[src/rtl/b64_pkg.sv]
// Shared types, constants and the character lookup of the base64 encoder.
`default_nettype none

package b64_pkg;

    // Characters emitted for each three-byte group, padding included
    localparam int unsigned GROUP_CHARS = 4;
    localparam int unsigned QUEUE_DEPTH = 2;
    localparam logic [7:0]  PAD_CHAR    = 8'h3D;

    // One completed group as handed from the front end to the back end
    typedef struct packed {
        logic [23:0] word;      // first byte in bits 23..16
        logic [1:0]  pad_count; // trailing '=' characters, 0..2
        logic        fin;       // group closes the stream
    } group_t;

    // Standard alphabet: A-Z, a-z, 0-9, '+', '/'
    function automatic logic [7:0] sextet_to_char(input logic [5:0] sextet);
        logic [7:0] v;
        v = {2'b00, sextet};
        if (sextet < 6'd26) begin
            sextet_to_char = 8'h41 + v;
        end else if (sextet < 6'd52) begin
            sextet_to_char = 8'h61 + v - 8'd26;
        end else if (sextet < 6'd62) begin
            sextet_to_char = 8'h30 + v - 8'd52;
        end else if (sextet == 6'd62) begin
            sextet_to_char = 8'h2B;
        end else begin
            sextet_to_char = 8'h2F;
        end
    endfunction

endpackage

`default_nettype wire

[src/rtl/base64_encoder.sv]
// Top level of the streaming base64 encoder (standard alphabet, '=' padding).
//
// Input channel s_*: one raw byte per item in s_tdata; s_tlast marks the last
// byte of a stream. Output channel m_*: one ASCII character per item in
// m_tdata; m_tlast marks the last character of a group, m_tuser the last
// character of the whole stream.
// Every three bytes, or the stream's final byte, yield four characters: a
// short stream tail is padded with "=" or "==".
// A group's first character passes from the group queue through the back
// end's group register to the output register. Characters leave one per
// cycle while m_tready is high and groups are queued, so the character
// serializer sets the rate. Bytes are taken every cycle while the group
// queue (QUEUE_DEPTH groups) has room.
// When m_tready is low the current character holds in the output register;
// the back end stops, the queue fills, and s_tready then drops.
// Reset (aresetn low, synchronous) drops any partial group, empties the queue
// and clears the output valid; the next byte starts a new group.
`default_nettype none

module base64_encoder #(
    parameter int unsigned QUEUE_DEPTH = b64_pkg::QUEUE_DEPTH
) (
    input  wire logic       aclk,
    input  wire logic       aresetn,
    input  wire logic       s_tvalid,
    output logic            s_tready,
    input  wire logic [7:0] s_tdata,   // [7:0] data_byte
    input  wire logic       s_tlast,   // final_byte
    output logic            m_tvalid,
    input  wire logic       m_tready,
    output logic [7:0]      m_tdata,   // [7:0] out_char
    output logic            m_tlast,   // group_last
    output logic            m_tuser    // [0] stream_last
);

    logic            push, pop, queue_full, queue_empty;
    b64_pkg::group_t push_group, pop_group;

    b64_front u_front (
        .aclk       (aclk),
        .aresetn    (aresetn),
        .in_valid   (s_tvalid),
        .in_ready   (s_tready),
        .in_byte    (s_tdata),
        .in_fin     (s_tlast),
        .queue_full (queue_full),
        .push       (push),
        .push_group (push_group)
    );

    b64_queue #(
        .DEPTH (QUEUE_DEPTH)
    ) u_queue (
        .aclk       (aclk),
        .aresetn    (aresetn),
        .push       (push),
        .push_group (push_group),
        .full       (queue_full),
        .pop        (pop),
        .pop_group  (pop_group),
        .empty      (queue_empty)
    );

    b64_back u_back (
        .aclk            (aclk),
        .aresetn         (aresetn),
        .queue_empty     (queue_empty),
        .queue_group     (pop_group),
        .pop             (pop),
        .out_valid       (m_tvalid),
        .out_ready       (m_tready),
        .out_char        (m_tdata),
        .out_group_last  (m_tlast),
        .out_stream_last (m_tuser)
    );

endmodule

`default_nettype wire

[src/rtl/b64_front.sv]
// Front end: gathers input bytes into three-byte groups and closes partial groups.
`default_nettype none

module b64_front (
    input  wire logic              aclk,
    input  wire logic              aresetn,
    input  wire logic              in_valid,
    output logic                   in_ready,
    input  wire logic [7:0]        in_byte,
    input  wire logic              in_fin,
    input  wire logic              queue_full,
    output logic                   push,
    output b64_pkg::group_t        push_group
);

    logic [15:0] held_reg, held_next;
    logic [1:0]  pos_reg, pos_next;
    logic        accept;

    assign in_ready = !queue_full;
    assign accept   = in_valid && in_ready;

    // Group assembly; position 3 never occurs and is handled like 0
    always_comb begin
        held_next  = held_reg;
        pos_next   = pos_reg;
        push       = 1'b0;
        push_group = '0;
        case (pos_reg)
            2'd1: begin
                push_group.word      = {held_reg[15:8], in_byte, 8'h00};
                push_group.pad_count = 2'd1;
                push_group.fin       = 1'b1;
                if (accept) begin
                    if (in_fin) begin
                        push     = 1'b1;
                        pos_next = 2'd0;
                    end else begin
                        held_next = {held_reg[15:8], in_byte};
                        pos_next  = 2'd2;
                    end
                end
            end
            2'd2: begin
                push_group.word      = {held_reg, in_byte};
                push_group.pad_count = 2'd0;
                push_group.fin       = in_fin;
                if (accept) begin
                    push     = 1'b1;
                    pos_next = 2'd0;
                end
            end
            default: begin
                push_group.word      = {in_byte, 16'h0000};
                push_group.pad_count = 2'd2;
                push_group.fin       = 1'b1;
                if (accept) begin
                    if (in_fin) begin
                        push     = 1'b1;
                        pos_next = 2'd0;
                    end else begin
                        held_next = {in_byte, 8'h00};
                        pos_next  = 2'd1;
                    end
                end
            end
        endcase
    end

    // Position is control state; held bytes are payload
    always_ff @(posedge aclk) begin
        if (!aresetn) begin
            pos_reg <= 2'd0;
        end else begin
            pos_reg <= pos_next;
        end
        held_reg <= held_next;
    end

endmodule

`default_nettype wire

[src/rtl/b64_queue.sv]
// Short group queue between the front end and the character back end.
`default_nettype none

module b64_queue #(
    parameter int unsigned DEPTH = b64_pkg::QUEUE_DEPTH
) (
    input  wire logic              aclk,
    input  wire logic              aresetn,
    input  wire logic              push,
    input  wire b64_pkg::group_t   push_group,
    output logic                   full,
    input  wire logic              pop,
    output b64_pkg::group_t        pop_group,
    output logic                   empty
);

    localparam int unsigned PtrW = (DEPTH > 1) ? $clog2(DEPTH) : 1;
    localparam int unsigned CntW = $clog2(DEPTH + 1);
    localparam logic [PtrW-1:0] PtrLast = PtrW'(DEPTH - 1);
    localparam logic [CntW-1:0] CntFull = CntW'(DEPTH);

    b64_pkg::group_t entry_reg [DEPTH];
    logic [PtrW-1:0] wr_ptr_reg, rd_ptr_reg;
    logic [CntW-1:0] count_reg;
    logic            do_push, do_pop;

    assign full      = (count_reg == CntFull);
    assign empty     = (count_reg == '0);
    assign do_push   = push && !full;
    assign do_pop    = pop && !empty;
    assign pop_group = entry_reg[rd_ptr_reg];

    // Pointers and fill count
    always_ff @(posedge aclk) begin
        if (!aresetn) begin
            wr_ptr_reg <= '0;
            rd_ptr_reg <= '0;
            count_reg  <= '0;
        end else begin
            if (do_push) begin
                wr_ptr_reg <= (wr_ptr_reg == PtrLast) ? '0 : wr_ptr_reg + 1'b1;
            end
            if (do_pop) begin
                rd_ptr_reg <= (rd_ptr_reg == PtrLast) ? '0 : rd_ptr_reg + 1'b1;
            end
            if (do_push && !do_pop) begin
                count_reg <= count_reg + 1'b1;
            end else if (do_pop && !do_push) begin
                count_reg <= count_reg - 1'b1;
            end
        end
    end

    // Entry storage
    always_ff @(posedge aclk) begin
        if (do_push) begin
            entry_reg[wr_ptr_reg] <= push_group;
        end
    end

    a_no_overflow: assert property (@(posedge aclk) disable iff (!aresetn)
        count_reg <= CntFull)
        else $error("group queue count beyond depth");

    a_push_when_full: assert property (@(posedge aclk) disable iff (!aresetn)
        full && !pop |=> $stable(count_reg))
        else $error("group queue count moved while full and not drained");

    a_pop_lowers: assert property (@(posedge aclk) disable iff (!aresetn)
        do_pop && !do_push |=> count_reg == $past(count_reg) - 1'b1)
        else $error("group queue count not lowered on pop");

endmodule

`default_nettype wire

[src/rtl/b64_back.sv]
// Back end: turns each queued group into four characters, one item per cycle while out_ready is high.
`default_nettype none

module b64_back (
    input  wire logic              aclk,
    input  wire logic              aresetn,
    input  wire logic              queue_empty,
    input  wire b64_pkg::group_t   queue_group,
    output logic                   pop,
    output logic                   out_valid,
    input  wire logic              out_ready,
    output logic [7:0]             out_char,
    output logic                   out_group_last,
    output logic                   out_stream_last
);

    b64_pkg::group_t group_reg;
    logic            busy_reg;
    logic [1:0]      idx_reg;
    logic            valid_reg;
    logic [7:0]      char_reg;
    logic            glast_reg, slast_reg;

    logic            load;
    logic            last_char;
    logic [4:0]      shift;
    logic [5:0]      sextet;
    logic            is_pad;
    logic [7:0]      char_next;

    assign load      = busy_reg && (!valid_reg || out_ready);
    assign last_char = (idx_reg == 2'(b64_pkg::GROUP_CHARS - 1));
    assign pop       = !queue_empty && (!busy_reg || (load && last_char));

    // Slice selection, most significant sextet first
    always_comb begin
        shift     = 5'd18 - 5'({idx_reg, 1'b0} + {1'b0, idx_reg, 2'b00} >> 0);
        sextet    = 6'(group_reg.word >> shift);
        is_pad    = ({1'b0, idx_reg} >= 3'(3'd4 - {1'b0, group_reg.pad_count}));
        char_next = is_pad ? b64_pkg::PAD_CHAR : b64_pkg::sextet_to_char(sextet);
    end

    // Group holding register and character counter
    always_ff @(posedge aclk) begin
        if (!aresetn) begin
            busy_reg <= 1'b0;
            idx_reg  <= 2'd0;
        end else begin
            if (pop) begin
                busy_reg <= 1'b1;
            end else if (load && last_char) begin
                busy_reg <= 1'b0;
            end
            if (load) begin
                idx_reg <= idx_reg + 2'd1;
            end
        end
        if (pop) begin
            group_reg <= queue_group;
        end
    end

    // Output register
    always_ff @(posedge aclk) begin
        if (!aresetn) begin
            valid_reg <= 1'b0;
        end else if (load) begin
            valid_reg <= 1'b1;
        end else if (out_ready) begin
            valid_reg <= 1'b0;
        end
        if (load) begin
            char_reg  <= char_next;
            glast_reg <= last_char;
            slast_reg <= last_char && group_reg.fin;
        end
    end

    assign out_valid       = valid_reg;
    assign out_char        = char_reg;
    assign out_group_last  = glast_reg;
    assign out_stream_last = slast_reg;

    a_stream_last_ends_group: assert property (@(posedge aclk) disable iff (!aresetn)
        valid_reg && slast_reg |-> glast_reg)
        else $error("stream end flagged inside a group");

    a_idle_counter_home: assert property (@(posedge aclk) disable iff (!aresetn)
        !busy_reg |-> idx_reg == 2'd0)
        else $error("character counter off zero while idle");

    a_group_continues: assert property (@(posedge aclk) disable iff (!aresetn)
        valid_reg && out_ready && !glast_reg |=> valid_reg)
        else $error("gap inside a character group");

endmodule

`default_nettype wire
[config.mk]
export PLATFORM = sky130hd
export DESIGN_NAME = base64_encoder
export DESIGN_NICKNAME = d
export VERILOG_FILES = /design/src/rtl/b64_pkg.sv /design/src/rtl/base64_encoder.sv /design/src/rtl/b64_front.sv /design/src/rtl/b64_queue.sv /design/src/rtl/b64_back.sv
export SDC_FILE = /design/constraint.sdc
export NUM_CORES = 1
export LEC_CHECK = 0
export BUFFER_PORTS_ARGS = -buffer_cell sky130_fd_sc_hd__buf_2
export CORE_UTILIZATION = 55
export DETAILED_ROUTE_END_ITERATION = 12
export HOLD_SLACK_MARGIN = 0.15
export PLACE_DENSITY = 0.71
export REMOVE_ABC_BUFFERS = 1
export SLEW_MARGIN = 20
export SYNTH_ARGS = -nofsm -noshare
export SYNTH_HDL_FRONTEND = slang
export SYNTH_HIERARCHICAL = 1
export SYNTH_SLANG_ARGS = --single-unit
[constraint.sdc]
create_clock -name aclk -period 7.4 [get_ports aclk]
set_input_delay 0.37 -clock aclk [delete_from_list [all_inputs] [get_ports aclk]]
set_output_delay 0.37 -clock aclk [all_outputs]
set_load 0.02 [all_outputs]
==> metrics <==
status complete, no violations; clk_lat worst skew ~500 ps; Startpoint Class register; Max-Slew Margin vs Limit a little under a third; top cell type by total area after synthesis edfxtp_1; Clock Sinks ~120; worst-margin pin slew between 1000 and 1500 ps; EDFF count, synth about 110; final period utilization between 50% and 60%; CTS buffer count 17; Synth Area in Compound Gates about 8.4%; maximum VDD drop about 0.00021 V; global-route wire length before repair between 15,000 and 20,000 µm; most frequent cell after synthesis edfxtp_1; Post-CTS Hold Fix Bufs 0; Initial Util between 50% and 60%; count of different cell masters after synthesis between 60 and 70; Setup Slack @ Placement 3610 ps; CP arrival roughly 4100 ps; clock buffer depth 2; drt total wl between 9000 and 10,000 µm; post-route ant nets 0; synthesis-stage register bit count between 100 and 150; Synth top area share between 50% and 60%; remaining routing DRC violations 0; synth cell count leaders edfxtp_1, mux2_2, nand2_1, nor2_1, mux2i_1; fmax about 260 MHz; ys async rst share 0%; proportion of layout cells with a drive suffix above 1 a little over a quarter; gr ovfl total 0; Slew Limit Fails 0; Setup WS post-layout between 3000 and 4000 ps; area delta synth->final 13.9%; Seq/Total Area, Yosys between 60% and 70%; synthesized-area fraction occupied by adder cells between 3 and 4%; Power per Cell Area ~490 nW/µm²; wire per inst 16.2 µm; crit-path max FO 22; Main synth FF type edfxtp_1; final hold violations 0; Synth Area per Inst roughly 14 µm²; post-synthesis xor/xnor area fraction less than 1%; CTS H-tree depth 4; simple-gate area share of the yosys netlist approximately an eighth; post-route cell area ~6500 µm²; post-cts sizing count 0; IO Pins 25; post-route minimum period approximately 3800 ps; final std cells w/o fill just under 600; top cells by area, synth edfxtp_1, mux2_2, dfxtp_1; Crit path required time roughly 7600 ps; unrepaired setup endpoints after global routing false; max FFs per register 54; Layout Skew about 7.8 ps; Clock Root Buffer clkbuf_8; largest family of logic cells by synthesized area simple AND/OR/NAND/NOR gates; Die Wd ~100 µm; Warnings, synthesis 6; GP Congestion 0.899; final net count between 400 and 500; max cap viols 0; Via-to-Cell Ratio 5.53; Starting DRT DRC Count roughly 130; post-layout util 65.4%; GRT Util Overall about a fifth; Hold Slack slightly above 200 ps; largest net degree at the start of global routing 30; CTS tree done; clock slew at reported path FFs about 60 ps; placed cells about 560; drt first pass iters 4; Die ar. 10,700 µm²; Core ar. about 10000 µm²; total power after layout approximately 3.1 mW; setup_tns 0 ps; vias in the first global route around 3,300; final setup fails 0; critical path class register to register; hold crit path type input pin to register; placed cell area 5890 µm²; Critical Path End Type register; Gate Count Post-Synth 416; synthesized area ~5700 µm²; leakage power between 2 and 2.5 nW; mux share of post-synthesis cell area 11.7%; Port Buffer Count 24; DPL Wire Length 6540 µm; Via Count roughly 3,300; Die H slightly above 100 µm; std cell rows 36; n_diodes 0; initial antenna violation count 0; # Post-CTS Setup Buffers 0
==> metal layers <==
metal | wire length, µm | global-route usage [%] | vias up
met3 | 307 | 5.44 | 9
met1 | 4410 | 26.1 | 1610
met2 | 4810 | 33.4 | 59
li1 | - | - | 1609
met4 | 107 | 7.04 | 0
met5 | 0 | 0 | -
==> report_power, final <==
group	switching (mW)	internal, mW	total [mW]
Clock	0.292	0.480	0.771
Sequential	0.0781	0.970	1.05
Combinational	0.760	0.569	1.33
Total	1.13	2.02	3.15
==> kinds of logic after synthesis <==
group                      Yosys count
and+or+nand+nor                    121
DFF                                118
AOI/OAI and AO/OA                   66
muxes                               55
buffers and inverters               36
adders and majority gates           16
xor gates and xnor gates             4
==> worst paths after layout <==
path / cells after the start / slack, ps / start / end
setup / recovery: 13 / 3560 / u_back/idx_reg[1] / u_back/out_char[3]
hold reg to reg: 2 / 520 / u_back/busy_reg / u_back/out_valid
setup reg to reg: 13 / 3560 / u_back/idx_reg[1] / u_back/out_char[3]
hold / removal: 3 / 200 / s_tdata[6] / u_queue/entry_reg[0][25]
==> layout by cell type, fill, tap and decap left out, drive strengths merged, types with 3 or more instances in the layout <==
cell and count:
o21ai 15, a21boi 4, nor2b 14, mux2i 20, nand3 5, buf 30, xnor2 3, mux4 6
clkinv 9, clkbuf 17, mux2 29, o31a 3, dfxtp 11, ha 16, edfxtp 107, o22ai 4
nor2 24, o21a 4, and2 21, inv 22, a21oi 15, nand2 26, nand2b 10, or2 5
==> area by class of cell <==
| type | count | area (µm²) |
|---|---|---|
| sequential | 118 | 3430 |
| multi-input combinational | 262 | 2050 |
| inverter | 19 | 71.3 |
| fill | 703 | 3410 |
| timing repair buffer | 30 | 165 |
| tap | 133 | 166 |
| clock inverter | 15 | 154 |
| clock buffer | 17 | 414 |
==> critical path, stage by stage, from the launching register on <==
cell and delay [ps]:
dfxtp_1 360, inv_1 80, ha_1 740, mux4_2 580, nand2_1 70, o31a_1 200, inv_1 130, ha_1 240
nor2b_1 130, o21ai_0 90, a31oi_1 200, or2_2 370, a311oi_1 270, o211ai_1 120
No activity file was read; power rests on OpenSTA's default activity.
